==> config.mk <==
export PLATFORM = sky130hd
export DESIGN_NAME = ipv4_flow_header_extractor
export DESIGN_NICKNAME = d
export VERILOG_FILES = /design/src/ipv4fhe_pkg.sv /design/src/ipv4_flow_header_extractor.sv
export SDC_FILE = /design/constraint.sdc
export NUM_CORES = 1
export LEC_CHECK = 0
export ABC_CLOCK_PERIOD_IN_PS = 6900
export BUFFER_PORTS_ARGS = -buffer_cell sky130_fd_sc_hd__buf_2
export CORE_MARGIN = 2
export CORE_UTILIZATION = 40
export DETAILED_ROUTE_END_ITERATION = 16
export PLACE_DENSITY = 0.55
export SLEW_MARGIN = 20
export SYNTH_ARGS = -nofsm -noshare
export SYNTH_HDL_FRONTEND = slang
export SYNTH_SLANG_ARGS = --single-unit
==> constraint.sdc <==
create_clock -name i_clk -period 6.9 [get_ports i_clk]
set_clock_uncertainty 0.05 [all_clocks]
set_input_delay 0.69 -clock i_clk [delete_from_list [all_inputs] [get_ports i_clk]]
set_output_delay 0.69 -clock i_clk [all_outputs]
set_load 0.02 [all_outputs]
==> src/ipv4fhe_pkg.sv <==
`timescale 1ns / 1ps
`default_nettype none

package ipv4fhe_pkg;

    // Default of the frame size limit.
    localparam int DEFAULT_MAX_FRAME_BYTES = 4096;

    // Field widths fixed by the descriptor format.
    localparam int LEN_W   = 13;
    localparam int ADDR_W  = 32;
    localparam int PROTO_W = 8;
    localparam int PORT_W  = 16;
    localparam int FLAGS_W = 6;
    localparam int BYTE_W  = 8;
    localparam int IHL_W   = 4;

    // Width of an L4 offset: 14 + 4 * 15 + 13 still fits in seven bits.
    localparam int L4OFF_W = 7;

    // Output tdata: descriptor fields packed from bit 0, padded to whole bytes.
    localparam int DESC_BITS = LEN_W + 2 * ADDR_W + PROTO_W + 2 * PORT_W + FLAGS_W;
    localparam int M_TDATA_W = ((DESC_BITS + 7) / 8) * 8;

    // Header layout.
    localparam int ETH_HDR_BYTES   = 14;
    localparam int ETYPE_HI_POS    = 12;
    localparam int ETYPE_LO_POS    = 13;
    localparam int PROTO_POS       = 23;
    localparam int SRC_ADDR_FIRST  = 26;
    localparam int SRC_ADDR_LAST   = 29;
    localparam int DST_ADDR_FIRST  = 30;
    localparam int DST_ADDR_LAST   = 33;
    localparam int MIN_PARSE_BYTES = 34;
    localparam int L4_PORT_BYTES   = 4;
    localparam int L4_TCP_BYTES    = 14;
    localparam int TCP_FLAGS_OFF   = 13;

    localparam logic [15:0]        ETHERTYPE_IPV4 = 16'h0800;
    localparam logic [PROTO_W-1:0] PROTO_TCP      = 8'd6;
    localparam logic [PROTO_W-1:0] PROTO_UDP      = 8'd17;

endpackage : ipv4fhe_pkg

`default_nettype wire

==> src/ipv4_flow_header_extractor.sv <==
`timescale 1ns / 1ps
`default_nettype none

// Channel   | Dir | Handshake                    | Payload
// ----------+-----+------------------------------+---------------------------------------------
// s (bytes) | in  | i_s_tvalid / o_s_tready      | i_s_tdata: data_byte; i_s_tlast: end_of_frame
// m (desc)  | out | o_m_tvalid / i_m_tready      | o_m_tdata: descriptor; o_m_tuser: parse_ok
//
// One byte beat is accepted every cycle unless the input is stalled. A beat sits in
// the input register, where it updates the header capture; the descriptor of a
// frame is registered in the output register when its last beat leaves the input register.
// i_rst_n is synchronous and active low; it clears the frame state and both
// valid flags. Only the last beat of a frame needs the output register, so a
// stalled output holds back the input only when a last beat waits for it.

module ipv4_flow_header_extractor
    import ipv4fhe_pkg::*;
#(
    parameter int MAX_FRAME_BYTES = DEFAULT_MAX_FRAME_BYTES
) (
    input  wire logic                 i_clk,
    input  wire logic                 i_rst_n,

    input  wire logic                 i_s_tvalid,
    output logic                      o_s_tready,
    input  wire logic [BYTE_W-1:0]    i_s_tdata,   // [7:0] data_byte
    input  wire logic                 i_s_tlast,   // end_of_frame

    output logic                      o_m_tvalid,
    input  wire logic                 i_m_tready,
    // [12:0] frame_length, [44:13] source_address, [76:45] destination_address,
    // [84:77] protocol_number, [100:85] source_port, [116:101] destination_port,
    // [122:117] flag_bits, [127:123] zero
    output logic [M_TDATA_W-1:0]      o_m_tdata,
    output logic                      o_m_tuser    // [0] parse_ok
);

    // The byte counter must hold MAX_FRAME_BYTES itself.
    localparam int CW = $clog2(MAX_FRAME_BYTES + 1);
    // Counter widened to at least the length field, so it can be truncated.
    localparam int LW = (CW > LEN_W) ? CW : LEN_W;

    // Input register.
    logic              r_in_valid;
    logic [BYTE_W-1:0] r_in_byte;
    logic              r_in_last;

    // Frame state.
    logic [CW-1:0]      r_pos,      n_pos;
    logic [15:0]        r_etype,    n_etype;
    logic [IHL_W-1:0]   r_ihl,      n_ihl;
    logic [PROTO_W-1:0] r_proto,    n_proto;
    logic [ADDR_W-1:0]  r_src_addr, n_src_addr;
    logic [ADDR_W-1:0]  r_dst_addr, n_dst_addr;
    logic [PORT_W-1:0]  r_l4_sport, n_l4_sport;
    logic [PORT_W-1:0]  r_l4_dport, n_l4_dport;
    logic [FLAGS_W-1:0] r_flags,    n_flags;

    // Output register.
    logic                 r_out_valid;
    logic [M_TDATA_W-1:0] r_out_data, n_out_data;
    logic                 r_out_ok,   n_out_ok;

    logic                 out_free;
    logic                 advance;

    // Capture and descriptor terms.
    logic                 capture_en;
    logic [IHL_W-1:0]     ihl_now;
    logic [L4OFF_W-1:0]   l4_now;
    logic [CW-1:0]        l4_pos;
    logic [CW-1:0]        l4_end;
    logic [CW-1:0]        hdr_l4_pos;
    logic                 parse_ok;
    logic                 l4_ok;
    logic                 tcp_ok;
    logic [LW-1:0]        len_wide;

    // A non-last beat only touches the frame state; a last beat also needs
    // room in the output register.
    assign out_free   = !r_out_valid || i_m_tready;
    assign advance    = r_in_valid && (!r_in_last || out_free);
    assign o_s_tready = !r_in_valid || advance;

    always_ff @(posedge i_clk) begin
        if (!i_rst_n) begin
            r_in_valid <= 1'b0;
        end else if (o_s_tready) begin
            r_in_valid <= i_s_tvalid;
        end
        if (o_s_tready) begin
            r_in_byte <= i_s_tdata;
            r_in_last <= i_s_tlast;
        end
    end

    // Header capture for the beat in the input register. The IHL nibble is
    // taken from the current byte when that byte is the IHL byte itself, so a
    // zero IHL captures the port from the IHL byte onward.
    always_comb begin
        capture_en = r_pos < CW'(MAX_FRAME_BYTES);
        ihl_now    = (r_pos == CW'(ETH_HDR_BYTES)) ? r_in_byte[IHL_W-1:0] : r_ihl;
        l4_now     = L4OFF_W'(ETH_HDR_BYTES) + L4OFF_W'({ihl_now, 2'b00});
        l4_pos     = CW'(l4_now);

        n_pos      = r_pos;
        n_etype    = r_etype;
        n_ihl      = r_ihl;
        n_proto    = r_proto;
        n_src_addr = r_src_addr;
        n_dst_addr = r_dst_addr;
        n_l4_sport = r_l4_sport;
        n_l4_dport = r_l4_dport;
        n_flags    = r_flags;

        if (capture_en) begin
            n_pos = r_pos + CW'(1);
            if (r_pos == CW'(ETYPE_HI_POS) || r_pos == CW'(ETYPE_LO_POS)) begin
                n_etype = {r_etype[7:0], r_in_byte};
            end
            if (r_pos == CW'(ETH_HDR_BYTES)) begin
                n_ihl = r_in_byte[IHL_W-1:0];
            end
            if (r_pos == CW'(PROTO_POS)) begin
                n_proto = r_in_byte;
            end
            if (r_pos >= CW'(SRC_ADDR_FIRST) && r_pos <= CW'(SRC_ADDR_LAST)) begin
                n_src_addr = {r_src_addr[ADDR_W-BYTE_W-1:0], r_in_byte};
            end
            if (r_pos >= CW'(DST_ADDR_FIRST) && r_pos <= CW'(DST_ADDR_LAST)) begin
                n_dst_addr = {r_dst_addr[ADDR_W-BYTE_W-1:0], r_in_byte};
            end
            if (r_pos >= l4_pos && r_pos < l4_pos + CW'(2)) begin
                n_l4_sport = {r_l4_sport[PORT_W-BYTE_W-1:0], r_in_byte};
            end
            if (r_pos >= l4_pos + CW'(2) && r_pos < l4_pos + CW'(L4_PORT_BYTES)) begin
                n_l4_dport = {r_l4_dport[PORT_W-BYTE_W-1:0], r_in_byte};
            end
            if (r_pos == l4_pos + CW'(TCP_FLAGS_OFF)) begin
                n_flags = r_in_byte[FLAGS_W-1:0];
            end
        end
    end

    // Descriptor from the state as it stands after this beat.
    always_comb begin
        hdr_l4_pos = CW'(L4OFF_W'(ETH_HDR_BYTES) + L4OFF_W'({n_ihl, 2'b00}));
        l4_end     = hdr_l4_pos + CW'(L4_PORT_BYTES);
        parse_ok   = (n_pos >= CW'(MIN_PARSE_BYTES)) && (n_etype == ETHERTYPE_IPV4);
        l4_ok      = parse_ok && (n_pos >= l4_end) &&
                     (n_proto == PROTO_TCP || n_proto == PROTO_UDP);
        tcp_ok     = l4_ok && (n_proto == PROTO_TCP) &&
                     (n_pos >= hdr_l4_pos + CW'(L4_TCP_BYTES));
        len_wide   = LW'(n_pos);

        n_out_ok   = parse_ok;
        n_out_data = M_TDATA_W'({
            tcp_ok   ? n_flags    : {FLAGS_W{1'b0}},
            l4_ok    ? n_l4_dport : {PORT_W{1'b0}},
            l4_ok    ? n_l4_sport : {PORT_W{1'b0}},
            parse_ok ? n_proto    : {PROTO_W{1'b0}},
            parse_ok ? n_dst_addr : {ADDR_W{1'b0}},
            parse_ok ? n_src_addr : {ADDR_W{1'b0}},
            len_wide[LEN_W-1:0]
        });
    end

    // Frame state: updated per beat, cleared after the last beat of a frame.
    always_ff @(posedge i_clk) begin
        if (!i_rst_n || (advance && r_in_last)) begin
            r_pos      <= '0;
            r_etype    <= '0;
            r_ihl      <= '0;
            r_proto    <= '0;
            r_src_addr <= '0;
            r_dst_addr <= '0;
            r_l4_sport <= '0;
            r_l4_dport <= '0;
            r_flags    <= '0;
        end else if (advance) begin
            r_pos      <= n_pos;
            r_etype    <= n_etype;
            r_ihl      <= n_ihl;
            r_proto    <= n_proto;
            r_src_addr <= n_src_addr;
            r_dst_addr <= n_dst_addr;
            r_l4_sport <= n_l4_sport;
            r_l4_dport <= n_l4_dport;
            r_flags    <= n_flags;
        end
    end

    // Output register.
    always_ff @(posedge i_clk) begin
        if (!i_rst_n) begin
            r_out_valid <= 1'b0;
        end else if (advance && r_in_last) begin
            r_out_valid <= 1'b1;
        end else if (i_m_tready) begin
            r_out_valid <= 1'b0;
        end
        if (advance && r_in_last) begin
            r_out_data <= n_out_data;
            r_out_ok   <= n_out_ok;
        end
    end

    assign o_m_tvalid = r_out_valid;
    assign o_m_tdata  = r_out_data;
    assign o_m_tuser  = r_out_ok;

    // The byte counter never passes the frame size limit.
    a_pos_bound: assert property (@(posedge i_clk) disable iff (!i_rst_n)
        r_pos <= CW'(MAX_FRAME_BYTES))
        else $error("byte counter exceeds frame size limit");

    // State is back at reset once a frame's descriptor is registered.
    a_frame_clear: assert property (@(posedge i_clk) disable iff (!i_rst_n)
        (advance && r_in_last) |=> (r_pos == '0 && r_etype == '0 && r_ihl == '0))
        else $error("frame state not cleared after last beat");

    // A failed parse carries no addresses, protocol or ports.
    a_fail_zero: assert property (@(posedge i_clk) disable iff (!i_rst_n)
        (o_m_tvalid && !o_m_tuser) |-> (o_m_tdata[M_TDATA_W-1:LEN_W] == '0))
        else $error("fields set on a frame that did not parse");

    // TCP flags only appear with the TCP protocol number.
    a_flags_tcp: assert property (@(posedge i_clk) disable iff (!i_rst_n)
        (o_m_tvalid && o_m_tdata[122:117] != '0) |-> (o_m_tdata[84:77] == PROTO_TCP))
        else $error("flag bits set on a non-TCP descriptor");

    // The input stalls only for a last beat blocked by a held descriptor.
    a_stall_cause: assert property (@(posedge i_clk) disable iff (!i_rst_n)
        !o_s_tready |-> (r_in_valid && r_in_last && r_out_valid && !i_m_tready))
        else $error("input stalled without a blocked last beat");

endmodule : ipv4_flow_header_extractor

`default_nettype wire

Yosys cells after proc, flatten, opt, wreduce, memory -nomap -nowiden
Index checks and enable logic that the tools add are counted.
- register bits after elaboration: 278
- output and inout port bits: 131
- word-level logic and storage cells: 87
- $add $sub $neg: 8
- $lt $le $gt $ge: 12
- equal/unequal tests: 8
- multiplexer cells: 19
- reduce and logical (&&, ||, !) cells: 22
- operators with widths (kind ; count):
    two-way mux 32 bit ; 4
    two-way mux 16 bit ; 6
    equality test 13 x 4 -> 1 bit, second input constant ; 3
    greater-or-equal comparator 13 x 8 -> 1 bit ; 3
    greater-or-equal comparator 13 x 5 -> 1 bit, second input constant ; 2
    adder 7 x 3 -> 8 bit, second input constant ; 2
    adder 7 x 4 -> 8 bit, second input constant ; 2
    equality test 16 x 12 -> 1 bit, second input constant ; 1
    two-way mux 8 bit ; 2
    adder 4 x 6 -> 7 bit, first input constant ; 2
    adder 13 x 1 -> 13 bit, second input constant ; 1
    equality test 13 x 5 -> 1 bit, second input constant ; 1
    equality test 13 x 8 -> 1 bit ; 1
    greater-or-equal comparator 13 x 6 -> 1 bit, second input constant ; 1
    greater-or-equal comparator 13 x 7 -> 1 bit ; 1
    less-or-equal comparator 13 x 5 -> 1 bit, second input constant ; 1
    less-or-equal comparator 13 x 6 -> 1 bit, second input constant ; 1
    less-than comparator 13 bit ; 1
    less-than comparator 13 bit, second input constant ; 1
    less-than comparator 13 x 8 -> 1 bit ; 1
    two-way mux 13 bit ; 1
    two-way mux 6 bit ; 2
    logical AND 1 bit ; 11
    adder 7 x 2 -> 8 bit, second input constant ; 1
    7 further kinds ; 17

Logic depth before layout (Yosys ltp)
- depth after elaboration: 10
- gate-level depth with buffers: 23

Least setup slack after synthesis
OpenSTA, ideal clock, no wires.
- kind: flip-flop to flip-flop
- from: register r_pos[5]
- to: register r_l4_sport[5]
- setup time: 0.128 ns
- data arrival time: 4.723 ns
- data required time: 6.722 ns
- setup slack: 1.999 ns
- cell stages (with the launch flop): 19
- buffers on the path: 1
- period minus slack after synthesis: 4.901 ns
- cell sequence: dfxtp_1 -> or4_4 -> nor3_4 -> mux2i_1 -> inv_1 -> ha_1 -> nand2_1 -> a31oi_1 -> a311oi_2 -> xnor2_4 -> nor2_1 -> nand4_1 -> ha_1 -> a211oi_1 -> nand2_1 -> a211oi_2 -> buf_2 -> mux2i_1 -> nor2_1
- cells in the longest elaborated chain, start to end: 8
- elaborated cells between the ends (all ways): 10
- ends and longest elaborated chain (element ; RTL line ; RTL):
    start: declaration ; ipv4_flow_header_extractor.sv:49 ; logic [CW-1:0] r_pos, n_pos;
    start signal: assignment ; ipv4_flow_header_extractor.sv:181 ; r_pos <= n_pos;
    equality test 13 x 4 -> 1 bit ; ipv4_flow_header_extractor.sv:102 ; ihl_now = (r_pos == CW'(ETH_HDR_BYTES)) ? r_in_byte[IHL_W-1:0] : r_ihl;
    two-way mux 4 bit ; ipv4_flow_header_extractor.sv:102 ;
    adder 4 x 6 -> 7 bit ; ipv4_flow_header_extractor.sv:103 ; l4_now = L4OFF_W'(ETH_HDR_BYTES) + L4OFF_W'({ihl_now, 2'b00});
    adder 7 x 2 -> 8 bit ; ipv4_flow_header_extractor.sv:133 ; if (r_pos >= l4_pos && r_pos < l4_pos + CW'(2)) begin
    less-than comparator 13 bit ; ipv4_flow_header_extractor.sv:133 ;
    logical AND 1 bit ; ipv4_flow_header_extractor.sv:133 ;
    two-way mux 16 bit ; ipv4_flow_header_extractor.sv:133 ;
    two-way mux 16 bit (*) ; ipv4_flow_header_extractor.sv:116 ; if (capture_en) begin
    end signal: assignment ; ipv4_flow_header_extractor.sv:187 ; r_l4_sport <= n_l4_sport;
    end: declaration ; ipv4_flow_header_extractor.sv:55 ; logic [PORT_W-1:0] r_l4_sport, n_l4_sport;
Mark *: on every way between the ends. The rest lies on a longest branch, timed or not.
A chain may end at the register's enable or synchronous reset.

Worst setup path after layout
- from: register r_pos[5]
- to: register r_l4_dport[9]
- cells in the longest elaborated chain, start to end: 8
- elaborated cells between the ends (all ways): 11
- ends and longest elaborated chain (element ; RTL line ; RTL):
    equality test 13 x 4 -> 1 bit ; ipv4_flow_header_extractor.sv:102 ;
    two-way mux 4 bit ; ipv4_flow_header_extractor.sv:102 ;
    adder 4 x 6 -> 7 bit ; ipv4_flow_header_extractor.sv:103 ;
    adder 7 x 2 -> 8 bit or adder 7 x 3 -> 8 bit (tied branches) ; ipv4_flow_header_extractor.sv:136 ; if (r_pos >= l4_pos + CW'(2) && r_pos < l4_pos + CW'(L4_PORT_BYTES)) begin
    greater-or-equal comparator 13 x 8 -> 1 bit or less-than comparator 13 x 8 -> 1 bit (tied branches) ; ipv4_flow_header_extractor.sv:136 ;
    logical AND 1 bit ; ipv4_flow_header_extractor.sv:136 ;
    two-way mux 16 bit ; ipv4_flow_header_extractor.sv:136 ;
    two-way mux 16 bit (*) ; ipv4_flow_header_extractor.sv:116 ;
    end signal: assignment ; ipv4_flow_header_extractor.sv:188 ; r_l4_dport <= n_l4_dport;
    end: declaration ; ipv4_flow_header_extractor.sv:56 ; logic [PORT_W-1:0] r_l4_dport, n_l4_dport;
Marks and branches as above.

==> flow_summary.ini <==
[outcome]
result_of_the_run = finished, final reports clean

[worst_setup_path]
cp.buffers_inverters = 3
cp_delay_by_family_top = simple AND/OR/NAND/NOR gates
cp_slowest_stage_delay_ns = 0.65
path_cells = or4_4 > nor3_4 > mux2i_1 > inv_1 > ha_1 > nand2_1 > a31oi_1 > a311oi_2 > xnor2_4 > nor2_1 > nand4_1 > ha_1 > a211oi_1 > nand3_1 > buf_4 > nor2_1 > buf_4 > nand2_1 > a21oi_1
critical_path.endpoint_type = flip-flop
setup.worst_path.start_class = flip-flop
crit_path_top_delay_cell = sky130_fd_sc_hd__or4_4
crit_required_ns = 7.35
crit_type = reg2reg
worst_ep_arrival_time_ns = 6.00
critPathMaxFanout = 24

[pwr]
maximum_vdd_ir_drop_uv = 188.0
power.leakage_nw = 5.821
gate_power_share_pct = 4.4
pwr_density_cell_nw_per_um2 = 234.3
power.net_switching_mw = 0.7909
clock_power_share_pct = 44.6
switching_share_pct = 23.06
seqPwrFrac_pct = 51.0
power_report.internal_total_mw = 2.638

[synthesis]
synth_top_area_share_pct = 31.59
synth_area_leader_cell = sky130_fd_sc_hd__edfxtp_1
synth_enable_flop_cells = 133
xor_xnor_portion_of_the_synthesized_cell_area_pct = 1.880
syn_avg_cell_area_sq_um = 9.931
syn-instance-count = 1273
netlist_top_cells_area = sky130_fd_sc_hd__edfxtp_1, sky130_fd_sc_hd__dfxtp_1, sky130_fd_sc_hd__mux2i_1, sky130_fd_sc_hd__nand2_1, sky130_fd_sc_hd__a21oi_1
yosysWarnings = 0
synth_cell_type_count = 60
async_flop_share_pct = 0
synth_simple_gate_area_share_pct = 17.03
yosys_most_used_dff = sky130_fd_sc_hd__dfxtp_1
synth-compound-area-share_pct = 8.571
netlist_area_sq_um = 12640
synth.area.mux_share_pct = 10.33
combinational_family_with_the_most_area_after_synthesis = simple AND/OR/NAND/NOR gates
synth_adder_area_share_pct = 3.563
synth_seq_area_share_pct = 54.55
postSynthRegisterBits = 278

[floorplanning]
floorplan.core_area_sq_um = 31310
die_y_um = 181.8
dieArea_sq_um = 33040
rows = 65
die_w_um = 181.8
io-pin-count = 144
initial_core_util_pct = 40.38

[timing]
rsz0062_at_grt = no
max_slew_margin_pct = 31.56
timing.setup.tns_ns = 0
fin_crit_sh_pct = 80.46
fmax_mhz = 180.1
timing.final.setup_violations = 0
report.final.slew_viol_count = 0
timing.final.crit_period_ns = 5.551
hold_viol = 0
worst-slew-pin-transition_ns = 1.027

[flow_run]
max_cap_violations = 0

[worst_hold_path]
min-delay-path-class = in2reg

[drt]
remaining_drc_errors = 0
routed_wl_mm = 31.32
final_antenna_net_count = 0
drt_pre_antenna_iters = 5
drtIter0Drc = 712
routed_via_density = 5.194
via_count = 9375
wl_per_cell_um = 17.35

[placed_design]
dp_hpwl_mm = 20.30
place.gp.congestion = 0.8406
portBuffers = 138

[clock_tree]
tritoncts = done
cts.hold.buffers_added = 0
cts_num_sinks = 278
clk_latency_ns = 0.57
postCtsSetupBuffers = 0
cts_bufs_inserted = 30
clock_tree.htree_level_count = 1
cts.path.max_buffers = 3
clk_root_buffer_cell = sky130_fd_sc_hd__clkbuf_16
clk_transition_reported_paths_ns = 0.06
cts_resized = 0

[final_layout]
utilization_pct = 46.75
layout-drive-gt1-share_pct = 16.18
number_of_antenna_cells_inserted = 0
finalNetCount = 1428
areaGrowthSynthToFinish_pct = 15.79

[global_route]
antenna_violations_before_repair = 0
grt_pass1_wl_mm = 50.01
grtUsageTotal_pct = 18.90
grt_max_degree = 81
first_global_vias = 9024
overflow = 0
cells in the final DEF, fill, tap and decap left out, drive strengths merged, types with 25 or more instances in the layout:
cell    synthesis  routed
a21oi         123     123
buf            21     161
clkbuf         70      42
dfxtp         145     145
edfxtp        133     133
ha             36      36
inv            35      37
mux2i         129     129
nand2         194     194
nor2          159     159
nor3           57      57
o21ai          25      25
power groups by stage:
stage	Clock [mW]	Combinational (mW)	Sequential, mW
5_1_grt	1.64	0.168	1.75
4_1_cts	1.57	0.153	1.75
3_5_place_dp	0	0.152	1.78
3_3_place_gp	0	0.152	1.79
6_report	1.53	0.152	1.75
2_1_floorplan	0	0.0935	1.79
logic make-up (layout without fill, tap and decap cells):
| logic type | after synthesis | in the layout |
|---|---|---|
| buffers and inverters | 126 | 252 |
| AND/OR/NAND/NOR | 489 | 489 |
| XOR/XNOR | 25 | 25 |
| flip-flops | 278 | 278 |
| adder cells (fa/ha/maj) | 36 | 36 |
| other | 1 | 5 |
| multiplexers | 130 | 130 |
| AO/OA/AOI/OAI | 188 | 188 |
area by class of cell:
type | instances | area [sq um]
flip-flops and latches | 278 | 6897
inverters | 35 | 133.9
well taps | 402 | 503.0
fillers | 2976 | 16670
repair buffers | 161 | 863.3
clock inverters | 14 | 98.84
clock buffers | 42 | 847.1
multi-input cells | 873 | 5295
synthesized netlist by cell type, types with 11 or more instances:
library cell	instances
sky130_fd_sc_hd__o21ai_0	25
sky130_fd_sc_hd__dfxtp_1	145
sky130_fd_sc_hd__nand2_1	194
sky130_fd_sc_hd__buf_2	12
sky130_fd_sc_hd__inv_1	35
sky130_fd_sc_hd__nand3_1	12
sky130_fd_sc_hd__mux2i_1	128
sky130_fd_sc_hd__nor2_1	159
sky130_fd_sc_hd__a21oi_1	122
sky130_fd_sc_hd__or3_1	11
sky130_fd_sc_hd__nor3_1	56
sky130_fd_sc_hd__edfxtp_1	133
sky130_fd_sc_hd__clkbuf_1	70
sky130_fd_sc_hd__xnor2_1	17
sky130_fd_sc_hd__ha_1	36
per-stage QoR:
| step | hold WS (ns) | cell area (sq um) | instances | setup WS, ns | power (mW) |
|---|---|---|---|---|---|
| final | 0.2514 | 14640 | 1805 | 1.349 | 3.429 |
| after floorplan | 0.3821 | 12660 | 1277 | 1.999 | 1.886 |
| after CTS | 0.2295 | 14640 | 1805 | 1.365 | 3.474 |
| after global routing | 0.2338 | 14640 | 1805 | 0.9720 | 3.561 |
| after detailed placement | 0.3957 | 13690 | 1749 | 1.385 | 1.937 |
| after global placement | 0.3891 | 13690 | 1749 | 1.437 | 1.938 |
worst paths after layout:
check / endpoint / depth (start not counted) / slack [ns] / start
worst max-delay path: r_l4_dport[9] / 19 / 1.35 / r_pos[5]
worst min register to register: r_src_addr[28] / 2 / 0.40 / r_src_addr[28]
worst min-delay path: r_in_byte[4] / 1 / 0.25 / i_s_tdata[4]
worst max register to register: r_l4_dport[9] / 19 / 1.35 / r_pos[5]
per-layer routing:
| metal | GRT usage, % | share of wire [%] | vias up |
|---|---|---|---|
| li1 | - | - | 4642 |
| met1 | 27.38 | 48 | 4471 |
| met2 | 30.27 | 46 | 229 |
| met3 | 2.587 | 4.5 | 33 |
| met4 | 3.967 | 1.4 | 0 |
| met5 | 0 | 0 | - |
sequential cells by signal, indices dropped and copies added (netlist names), 4 cells and up:
name,cells
r_flags,6
o_m_tdata,123
r_pos,13
r_l4_dport,16
r_ihl,4
r_l4_sport,16
r_in_byte,8
r_dst_addr,32
r_etype,16
r_src_addr,32
r_proto,8
worst register-to-register path, cell delays in order (launching register included):
cell                       delay, ns
sky130_fd_sc_hd__dfxtp_1        0.52
sky130_fd_sc_hd__or4_4          0.65
sky130_fd_sc_hd__nor3_4         0.51
sky130_fd_sc_hd__mux2i_1        0.56
sky130_fd_sc_hd__inv_1          0.19
sky130_fd_sc_hd__ha_1           0.27
sky130_fd_sc_hd__nand2_1        0.07
sky130_fd_sc_hd__a31oi_1        0.05
sky130_fd_sc_hd__a311oi_2       0.45
sky130_fd_sc_hd__xnor2_4        0.13
sky130_fd_sc_hd__nor2_1         0.12
sky130_fd_sc_hd__nand4_1        0.10
sky130_fd_sc_hd__ha_1           0.33
sky130_fd_sc_hd__a211oi_1       0.26
sky130_fd_sc_hd__nand3_1        0.14
sky130_fd_sc_hd__buf_4          0.26
sky130_fd_sc_hd__nor2_1         0.37
sky130_fd_sc_hd__buf_4          0.26
sky130_fd_sc_hd__nand2_1        0.08
sky130_fd_sc_hd__a21oi_1        0.12
(Power assumes the default switching activity.)
